`src/rtl/i2cbs_pkg.sv`:
```
`default_nettype none

package i2cbs_pkg;

  // Width and reset value of the phase length register.
  localparam int unsigned PHASE_W          = 16;
  localparam logic [PHASE_W-1:0] PHASE_RESET = 16'd720;

  // Default width of the phase timer.
  localparam int unsigned TIMER_W_DEFAULT  = 16;

  // Width of the phase index and of the sub-phase counter.
  localparam int unsigned IDX_W = 5;
  localparam int unsigned SUB_W = 2;

  // Number of bits in a data byte.
  localparam int unsigned BYTE_W = 8;

  typedef enum logic [2:0] {
    CMD_NONE      = 3'd0,
    CMD_START     = 3'd1,
    CMD_STOP      = 3'd2,
    CMD_SEND_BYTE = 3'd3,
    CMD_RECV_ACK  = 3'd4,
    CMD_SEND_ACK  = 3'd5,
    CMD_RECV_BYTE = 3'd6,
    CMD_IGNORE    = 3'd7
  } cmd_e;

  typedef enum logic [1:0] {
    ACT_SCL  = 2'd0,
    ACT_SDA  = 2'd1,
    ACT_READ = 2'd2
  } act_e;

  // Action of one bus phase.
  typedef struct packed {
    act_e act;
    logic val;        // level driven on SCL or SDA
    logic shift_out;  // the driven SDA bit is shifted out of the byte register
  } phase_t;

  typedef struct packed {
    logic [2:0]        opcode;
    logic [BYTE_W-1:0] tx_byte;
    logic              ack_to_send;
    logic              sda_in;
  } in_item_t;

  typedef struct packed {
    logic              scl_out;
    logic              sda_out;
    logic              busy_res;
    logic              done_res;
    logic [BYTE_W-1:0] rx_byte;
    logic              ack_received;
  } out_item_t;

  // Number of phases of each command.
  function automatic logic [IDX_W-1:0] phase_count(cmd_e cmd);
    logic [IDX_W-1:0] cnt;
    unique case (cmd)
      CMD_START:     cnt = 5'd4;
      CMD_STOP:      cnt = 5'd3;
      CMD_SEND_BYTE: cnt = 5'd24;
      CMD_RECV_ACK:  cnt = 5'd4;
      CMD_SEND_ACK:  cnt = 5'd3;
      CMD_RECV_BYTE: cnt = 5'd25;
      default:       cnt = 5'd0;
    endcase
    return cnt;
  endfunction

endpackage

`default_nettype wire

```
`src/rtl/i2cbs_phase_dec.sv`:
```
`default_nettype none

// Decodes the bus action of one phase of a command.
module i2cbs_phase_dec
  import i2cbs_pkg::*;
(
  input  cmd_e             cmd_i,
  input  logic [IDX_W-1:0] idx_i,
  input  logic [SUB_W-1:0] sub_i,
  input  logic             msb_i,
  output phase_t           phase_o
);

  always_comb begin
    phase_o = '{act: ACT_SCL, val: 1'b1, shift_out: 1'b0};
    unique case (cmd_i)
      CMD_START: begin
        phase_o.act = (idx_i == 5'd0 || idx_i == 5'd2) ? ACT_SDA : ACT_SCL;
        phase_o.val = (idx_i < 5'd2);
      end
      CMD_STOP: begin
        phase_o.act = (idx_i == 5'd1) ? ACT_SCL : ACT_SDA;
        phase_o.val = (idx_i != 5'd0);
      end
      CMD_SEND_BYTE, CMD_SEND_ACK: begin
        if (sub_i == 2'd0) begin
          phase_o.act       = ACT_SDA;
          phase_o.val       = msb_i;
          phase_o.shift_out = 1'b1;
        end else begin
          phase_o.act = ACT_SCL;
          phase_o.val = (sub_i == 2'd1);
        end
      end
      CMD_RECV_ACK: begin
        if (idx_i == 5'd0) begin
          phase_o.act = ACT_SDA;
          phase_o.val = 1'b1;
        end else if (idx_i == 5'd1) begin
          phase_o.act = ACT_SCL;
          phase_o.val = 1'b1;
        end else if (idx_i == 5'd2) begin
          phase_o.act = ACT_READ;
        end else begin
          phase_o.act = ACT_SCL;
          phase_o.val = 1'b0;
        end
      end
      CMD_RECV_BYTE: begin
        if (idx_i == 5'd0) begin
          phase_o.act = ACT_SDA;
          phase_o.val = 1'b1;
        end else if (sub_i == 2'd1) begin
          phase_o.act = ACT_READ;
        end else begin
          phase_o.act = ACT_SCL;
          phase_o.val = (sub_i == 2'd0);
        end
      end
      default: begin
        phase_o = '{act: ACT_SCL, val: 1'b1, shift_out: 1'b0};
      end
    endcase
  end

endmodule

`default_nettype wire

```
`src/rtl/i2cbs_seq.sv`:
```
`default_nettype none

// Sequencer state: command, phase position, phase timer, shift register and pin levels.
module i2cbs_seq
  import i2cbs_pkg::*;
#(
  parameter int unsigned TIMER_WIDTH = TIMER_W_DEFAULT
) (
  input  logic               clk_i,
  input  logic               rst_ni,
  input  logic               step_i,
  input  in_item_t           item_i,
  input  logic [PHASE_W-1:0] phase_cycles_i,
  output out_item_t          result_o
);

  cmd_e                   cmd_q, cmd_d;
  logic [IDX_W-1:0]       idx_q, idx_d, idx_inc;
  logic [SUB_W-1:0]       sub_q, sub_d, sub_inc, sub_start;
  logic [TIMER_WIDTH-1:0] timer_q, timer_d, timer_dec;
  logic [TIMER_WIDTH-1:0] load_sat, load_val;
  logic [BYTE_W-1:0]      shift_q, shift_d, shift_init;
  logic [BYTE_W-1:0]      rx_q, rx_d;
  logic                   scl_q, scl_d, sda_q, sda_d, ack_q, ack_d;
  logic                   done;
  logic                   do_phase;
  logic                   busy;
  logic                   start_ok;
  cmd_e                   op;

  cmd_e                   dec_cmd;
  logic [IDX_W-1:0]       dec_idx;
  logic [SUB_W-1:0]       dec_sub;
  logic                   dec_msb;
  phase_t                 phase;

  // Phase length, saturated to the timer range and never zero.
  if (TIMER_WIDTH >= PHASE_W) begin : g_load_wide
    assign load_sat = TIMER_WIDTH'(phase_cycles_i);
  end else begin : g_load_narrow
    assign load_sat = (|phase_cycles_i[PHASE_W-1:TIMER_WIDTH]) ? '1
                                                                : phase_cycles_i[TIMER_WIDTH-1:0];
  end
  assign load_val = (load_sat == '0) ? TIMER_WIDTH'(1) : load_sat;

  assign op        = cmd_e'(item_i.opcode);
  assign busy      = (cmd_q != CMD_NONE);
  assign start_ok  = (op != CMD_NONE) && (op != CMD_IGNORE);
  assign idx_inc   = idx_q + 5'd1;
  assign sub_inc   = (sub_q == 2'd2) ? 2'd0 : sub_q + 2'd1;
  assign sub_start = (op == CMD_RECV_BYTE) ? 2'd2 : 2'd0;
  assign timer_dec = (timer_q != '0) ? timer_q - TIMER_WIDTH'(1) : timer_q;

  always_comb begin
    unique case (op)
      CMD_SEND_BYTE: shift_init = item_i.tx_byte;
      CMD_SEND_ACK:  shift_init = {item_i.ack_to_send, 7'd0};
      default:       shift_init = '0;
    endcase
  end

  // The decoder sees either the next phase of the running command or the
  // first phase of a new one.
  always_comb begin
    if (busy) begin
      dec_cmd = cmd_q;
      dec_idx = idx_inc;
      dec_sub = sub_inc;
      dec_msb = shift_q[BYTE_W-1];
    end else begin
      dec_cmd = op;
      dec_idx = '0;
      dec_sub = sub_start;
      dec_msb = shift_init[BYTE_W-1];
    end
  end

  i2cbs_phase_dec u_phase_dec (
    .cmd_i   (dec_cmd),
    .idx_i   (dec_idx),
    .sub_i   (dec_sub),
    .msb_i   (dec_msb),
    .phase_o (phase)
  );

  always_comb begin
    cmd_d    = cmd_q;
    idx_d    = idx_q;
    sub_d    = sub_q;
    timer_d  = timer_q;
    shift_d  = shift_q;
    rx_d     = rx_q;
    scl_d    = scl_q;
    sda_d    = sda_q;
    ack_d    = ack_q;
    done     = 1'b0;
    do_phase = 1'b0;

    if (busy) begin
      timer_d = timer_dec;
      if (timer_dec == '0) begin
        sub_d = sub_inc;
        if (idx_inc >= phase_count(cmd_q)) begin
          if (cmd_q == CMD_RECV_BYTE) begin
            rx_d = shift_q;
          end
          cmd_d = CMD_NONE;
          idx_d = '0;
          done  = 1'b1;
        end else begin
          idx_d    = idx_inc;
          do_phase = 1'b1;
        end
      end
    end else if (start_ok) begin
      cmd_d    = op;
      idx_d    = '0;
      sub_d    = sub_start;
      shift_d  = shift_init;
      do_phase = 1'b1;
    end

    if (do_phase) begin
      unique case (phase.act)
        ACT_SCL: scl_d = phase.val;
        ACT_SDA: begin
          sda_d = phase.val;
          if (phase.shift_out) begin
            shift_d = {shift_d[BYTE_W-2:0], 1'b0};
          end
        end
        ACT_READ: begin
          if (dec_cmd == CMD_RECV_ACK) begin
            ack_d = item_i.sda_in;
          end else begin
            shift_d = {shift_d[BYTE_W-2:0], item_i.sda_in};
          end
        end
        default: scl_d = scl_q;
      endcase
      timer_d = load_val;
    end
  end

  always_ff @(posedge clk_i or negedge rst_ni) begin
    if (!rst_ni) begin
      cmd_q   <= CMD_NONE;
      idx_q   <= '0;
      sub_q   <= '0;
      timer_q <= '0;
      shift_q <= '0;
      rx_q    <= '0;
      scl_q   <= 1'b1;
      sda_q   <= 1'b1;
      ack_q   <= 1'b1;
    end else if (step_i) begin
      cmd_q   <= cmd_d;
      idx_q   <= idx_d;
      sub_q   <= sub_d;
      timer_q <= timer_d;
      shift_q <= shift_d;
      rx_q    <= rx_d;
      scl_q   <= scl_d;
      sda_q   <= sda_d;
      ack_q   <= ack_d;
    end
  end

  assign result_o = '{scl_out:      scl_d,
                      sda_out:      sda_d,
                      busy_res:     (cmd_d != CMD_NONE),
                      done_res:     done,
                      rx_byte:      rx_d,
                      ack_received: ack_d};

endmodule

`default_nettype wire

```
`src/rtl/i2c_master_bit_sequencer.sv`:
```
// The result word for an input word is registered and appears in the cycle after it is taken.
// Throughput: one word per cycle; every input word advances the bus sequencer by one step.
// While a result word is stalled the input is stalled too; a new word is taken in the same
// cycle in which the held result leaves.
// Reset (rst_ni low, asynchronous) idles the sequencer, releases SCL and SDA, sets the phase
// length register to 720, clears the received byte and sets the ack bit high.
`default_nettype none

module i2c_master_bit_sequencer
  import i2cbs_pkg::*;
#(
  parameter int unsigned TIMER_WIDTH = TIMER_W_DEFAULT
) (
  input  logic               clk_i,
  input  logic               rst_ni,

  // Phase length register.
  input  logic               cfg_wr_en_i,
  input  logic [PHASE_W-1:0] cfg_wr_data_i,

  // Input words: one bus sequencer step each.
  input  logic               in_valid_i,
  output logic               in_stall_o,
  input  in_item_t           in_data_i,

  // Result words: pin levels and status after each step.
  output logic               out_valid_o,
  input  logic               out_stall_i,
  output out_item_t          out_data_o
);

  logic [PHASE_W-1:0] phase_cycles_q;
  logic               out_valid_q, out_valid_d;
  out_item_t          out_data_q;
  out_item_t          result;
  logic               in_accept;

  // The phase length may be rewritten at any time. A running command keeps
  // its current phase timer and picks up the new length at its next phase.
  always_ff @(posedge clk_i or negedge rst_ni) begin
    if (!rst_ni) begin
      phase_cycles_q <= PHASE_RESET;
    end else if (cfg_wr_en_i) begin
      phase_cycles_q <= cfg_wr_data_i;
    end
  end

  // A new word is taken whenever the result register is empty or its word
  // leaves in this same cycle.
  assign in_stall_o = out_valid_q && out_stall_i;
  assign in_accept  = in_valid_i && !in_stall_o;

  // The sequencer advances exactly once per accepted word and presents the
  // state it moves to as that word's result.
  i2cbs_seq #(
    .TIMER_WIDTH (TIMER_WIDTH)
  ) u_seq (
    .clk_i          (clk_i),
    .rst_ni         (rst_ni),
    .step_i         (in_accept),
    .item_i         (in_data_i),
    .phase_cycles_i (phase_cycles_q),
    .result_o       (result)
  );

  always_comb begin
    if (in_accept) begin
      out_valid_d = 1'b1;
    end else if (!out_stall_i) begin
      out_valid_d = 1'b0;
    end else begin
      out_valid_d = out_valid_q;
    end
  end

  always_ff @(posedge clk_i or negedge rst_ni) begin
    if (!rst_ni) begin
      out_valid_q <= 1'b0;
    end else begin
      out_valid_q <= out_valid_d;
    end
  end

  // The result payload needs no reset; it is only looked at while valid.
  always_ff @(posedge clk_i) begin
    if (in_accept) begin
      out_data_q <= result;
    end
  end

  assign out_valid_o = out_valid_q;
  assign out_data_o  = out_data_q;

endmodule

`default_nettype wire

```
`config.mk`:
```
export PLATFORM = sky130hd
export DESIGN_NAME = i2c_master_bit_sequencer
export DESIGN_NICKNAME = d
export VERILOG_FILES = /design/src/rtl/i2cbs_pkg.sv /design/src/rtl/i2cbs_phase_dec.sv /design/src/rtl/i2cbs_seq.sv /design/src/rtl/i2c_master_bit_sequencer.sv
export SDC_FILE = /design/constraint.sdc
export NUM_CORES = 1
export LEC_CHECK = 0
export BUFFER_PORTS_ARGS = -buffer_cell sky130_fd_sc_hd__buf_2
export CELL_PAD_IN_SITES_DETAIL_PLACEMENT = 1
export CELL_PAD_IN_SITES_GLOBAL_PLACEMENT = 1
export CORE_UTILIZATION = 45
export DETAILED_ROUTE_END_ITERATION = 12
export GPL_TIMING_DRIVEN = 0
export PLACE_DENSITY_LB_ADDON = 0.1
export SYNTH_ARGS = -nofsm -noshare
export SYNTH_HDL_FRONTEND = slang
export SYNTH_HIERARCHICAL = 1
export SYNTH_SLANG_ARGS = --single-unit
```
`constraint.sdc`:
```
create_clock -name clk_i -period 6.26 [get_ports clk_i]
set_input_delay 1.565 -clock clk_i [delete_from_list [all_inputs] [get_ports clk_i]]
set_output_delay 1.565 -clock clk_i [all_outputs]
set_load 0.01 [all_outputs]
```
==> impl_metrics.py <==
metrics = {
    "outcome": {
        "status": "finished clean",
    },
    "setup_path": {
        "rr_startpoint": "u_seq/cmd_q[2]",
        "critical_path_depth": 16,
        "slowest_stage": "nor4b_1",
        "crit_fanout": 10,
        "critPathCaptureType": "register",
        "start_kind": "primary input",
        "path_class": "in2reg",
        "crit_top_cell": "nand2_1",
        "critPathLaunch": "in_data_i[12]",
        "ff2ff_path_depth": 16,
        "path_delay_family": "buffers and inverters",
        "required_ns": 6.49,
        "crit_arrival_ns": 5.07,
        "cp_cell_sequence": "buf_2, clkbuf_1, clkbuf_1, nand2_1, nand2_1, buf_2, xnor2_1, nor4b_1, a211o_1, inv_1, ha_1, o211ai_1, o211a_1, nand2_1, a21oi_2, o22ai_1",
        "worst-path-buf-inv": 5,
        "r2r_slack_ns": 1.47,
        "cpPeakStageDelay_ns": 0.61,
        "r2r_end": "u_seq/shift_q[6]",
    },
    "yosys": {
        "synth.area.top_cells": "dfrtp_1, edfxtp_1, mux2_4",
        "synth_compound_area_share_pct": 18.8,
        "yosysWarnings": 6,
        "synth_top_family_by_area": "simple AND/OR/NAND/NOR gates",
        "syn_inst": 505,
        "synth.most_common_cell": "nand2_1",
        "yosys-mux-area-fraction_pct": 11.5,
        "synthArstFlopShare_pct": 82.7,
        "yosysTopAreaCellShare_pct": 27.4,
        "ys_ff_latch": 75,
        "synth.avg_cell_area_um2": 9.94,
        "synthXorXnorAreaFrac_pct": 1.22,
        "syn-num-nets": 549,
        "synth_ff_type": "dfrtp_1",
        "syn-cell-area_um2": 5020,
        "post-synth-top-area-cell": "dfrtp_1",
        "yosys.area_share.adder_pct": 2.49,
        "synth_commonest_cells": "nand2_1, dfrtp_1, nor3_1",
        "synth-simple-area-share_pct": 21.7,
        "synth-edff-count": 13,
        "yosysSeqAreaShare_pct": 38.9,
        "synth_cell_types": 75,
    },
    "power_and_ir_drop": {
        "total_power_uw": 2110,
        "vdd_drop_max_v": 0.000157,
        "leakage_uw": 0.00235,
        "power_density_nw_per_um2": 376,
    },
    "clocking": {
        "postCtsSetupRepairBufs": 0,
        "max-clock-path-buffers": 2,
        "clkTransAtPathRegs_ns": 0.08,
        "cts_tree": "built",
        "cts_root_buffer": "clkbuf_8",
        "worstSkewPairLatency_ns": 0.37,
        "post_cts_resized": 0,
        "numCtsBuffers": 9,
        "htreeDepth": 3,
        "postCtsHoldBufs": 0,
        "cts.sinks": 75,
    },
    "floorplanning": {
        "rows": 38,
        "core_region_area_um2": 10800,
        "dieHeight_um": 108,
        "die_area_um2": 11600,
        "io_pins": 49,
        "start_util_pct": 46.3,
        "die_w_um": 108,
    },
    "timing": {
        "setup_tns_ns": 0,
        "setup_ws_ns": 1.41,
        "worst_slew_pin_slew_ns": 0.940,
        "period_share_pct": 77.4,
        "maxSlewViolCount": 0,
        "slew_headroom_pct": 36.9,
        "rsz0062_at_grt": "false",
        "min_period_ns": 4.85,
        "hold_viol": 0,
        "setup_viol": 0,
        "fmax_mhz": 206,
        "clock_skew_ns": 0.0124,
    },
    "worst_hold_path": {
        "min_from": "u_seq/rx_q[7]",
        "min_path_cells": 1,
        "holdPathEnd": "u_seq/rx_q[7]",
        "hold_path_class": "reg2reg",
    },
    "global_routing": {
        "gr-total-overflow": 0,
        "grt_pass1_vias": 4485,
        "antenna_found_initial": 0,
        "grt_pass1_wl_mm": 23.4,
        "grt_start_max_net_pins": 63,
        "grt_usage_pct": 26.6,
    },
    "place": {
        "preCtsSetupSlack_ns": 1.07,
        "dpl.hpwl_mm": 10.3,
        "io_buffer_count": 47,
        "place_congestion": 0.942,
    },
    "routing": {
        "drt_iter0_drc": 124,
        "drc_errors": 0,
        "vias": 4168,
        "routedWlPerCell_um": 19.8,
        "wirelength_mm": 14.0,
        "routed_via_density": 5.89,
        "drt-pass1-iter-count": 4,
        "detail-route-antenna-nets": 0,
    },
    "cells_and_area": {
        "nets": 607,
        "fill_cells": 1263,
        "layout-drive-gt1-share_pct": 25.9,
        "post-route-util_pct": 51.7,
        "area_growth_pct": 11.7,
        "num_antenna_cells": 0,
    },
    "run": {
        "maxCapViolCount": 0,
    },
}
routing by layer:
metal  track usage [%]  share of wire, %
met1              32.0                43
met2              47.3                52
met3              4.30               2.9
met4              9.88               1.9
met5                 0                 0
layout make-up:
type	instances	area (um^2)	area share, %
Tap cell	140	175	3.13
Sequential cell	75	1950	34.8
Clock buffer	10	128	2.28
Inverter	18	67.6	1.21
Clock inverter	6	42.5	0.759
Buffer	34	206	3.68
Multi-Input combinational cell	378	2800	49.9
Timing Repair Buffer	47	238	4.24
sequential cells by signal, indices dropped and copies added, names as in the netlist:
| register | count |
|---|---|
| out_valid_o | 1 |
| out_data_o | 13 |
| u_seq/cmd_q | 3 |
| u_seq/scl_q | 1 |
| u_seq/shift_q | 8 |
| u_seq/ack_q | 1 |
| u_seq/idx_q | 5 |
| u_seq/timer_q | 16 |
| u_seq/rx_q | 8 |
| u_seq/sub_q | 2 |
| u_seq/sda_q | 1 |
| phase_cycles_q | 16 |
cells in the final DEF (no fill, tap or decap), types with 5 or more instances in the layout:
master / n
nand2_1: 66
dfrtp_1: 55
buf_2: 51
nor3_1: 25
clkbuf_1: 20
mux2_4: 19
nor2_1: 19
o21ai_0: 19
inv_1: 18
nand3_1: 17
a21oi_1: 16
mux2_2: 14
edfxtp_1: 13
and2_1: 11
nor4_1: 11
mux2_1: 11
ha_1: 10
a21o_1: 9
clkbuf_8: 9
o221ai_1: 9
o211ai_2: 8
dfstp_2: 7
o211ai_1: 7
nand3b_1: 6
nand2b_1: 6
a22o_1: 6
a21boi_0: 6
buf_4: 5
nand4_1: 5
o22ai_1: 5
where the power goes:
group	internal [uW]	switching [uW]	total, uW
Sequential	610	122	731
Combinational	418	616	1030
Clock	145	199	344
through the flow:
| step | cell area (um^2) | hold WS, ns | std cells |
|---|---|---|---|
| floorplan | 5020 | 0.464 | 505 |
| global placement | 5430 | 0.474 | 692 |
| detailed placement | 5430 | 0.486 | 692 |
| CTS | 5600 | 0.506 | 708 |
| global route | 5600 | 0.530 | 708 |
| finish | 5600 | 0.503 | 708 |
kinds of logic after synthesis:
logic type,count (synthesis)
XOR/XNOR,7
adder cells (fa/ha/maj),10
flip-flops,75
AND/OR/NAND/NOR,196
multiplexers,45
AO/OA/AOI/OAI,120
buffers and inverters,52
how the worst max path moves through the flow:
stage / endpoint
floorplan: u_seq/shift_q[5]
global placement: u_seq/timer_q[0]
detailed placement: u_seq/shift_q[5]
CTS: u_seq/shift_q[5]
global route: u_seq/shift_q[6]
finish: u_seq/shift_q[6]
Power figures use the tool's default switching activity.
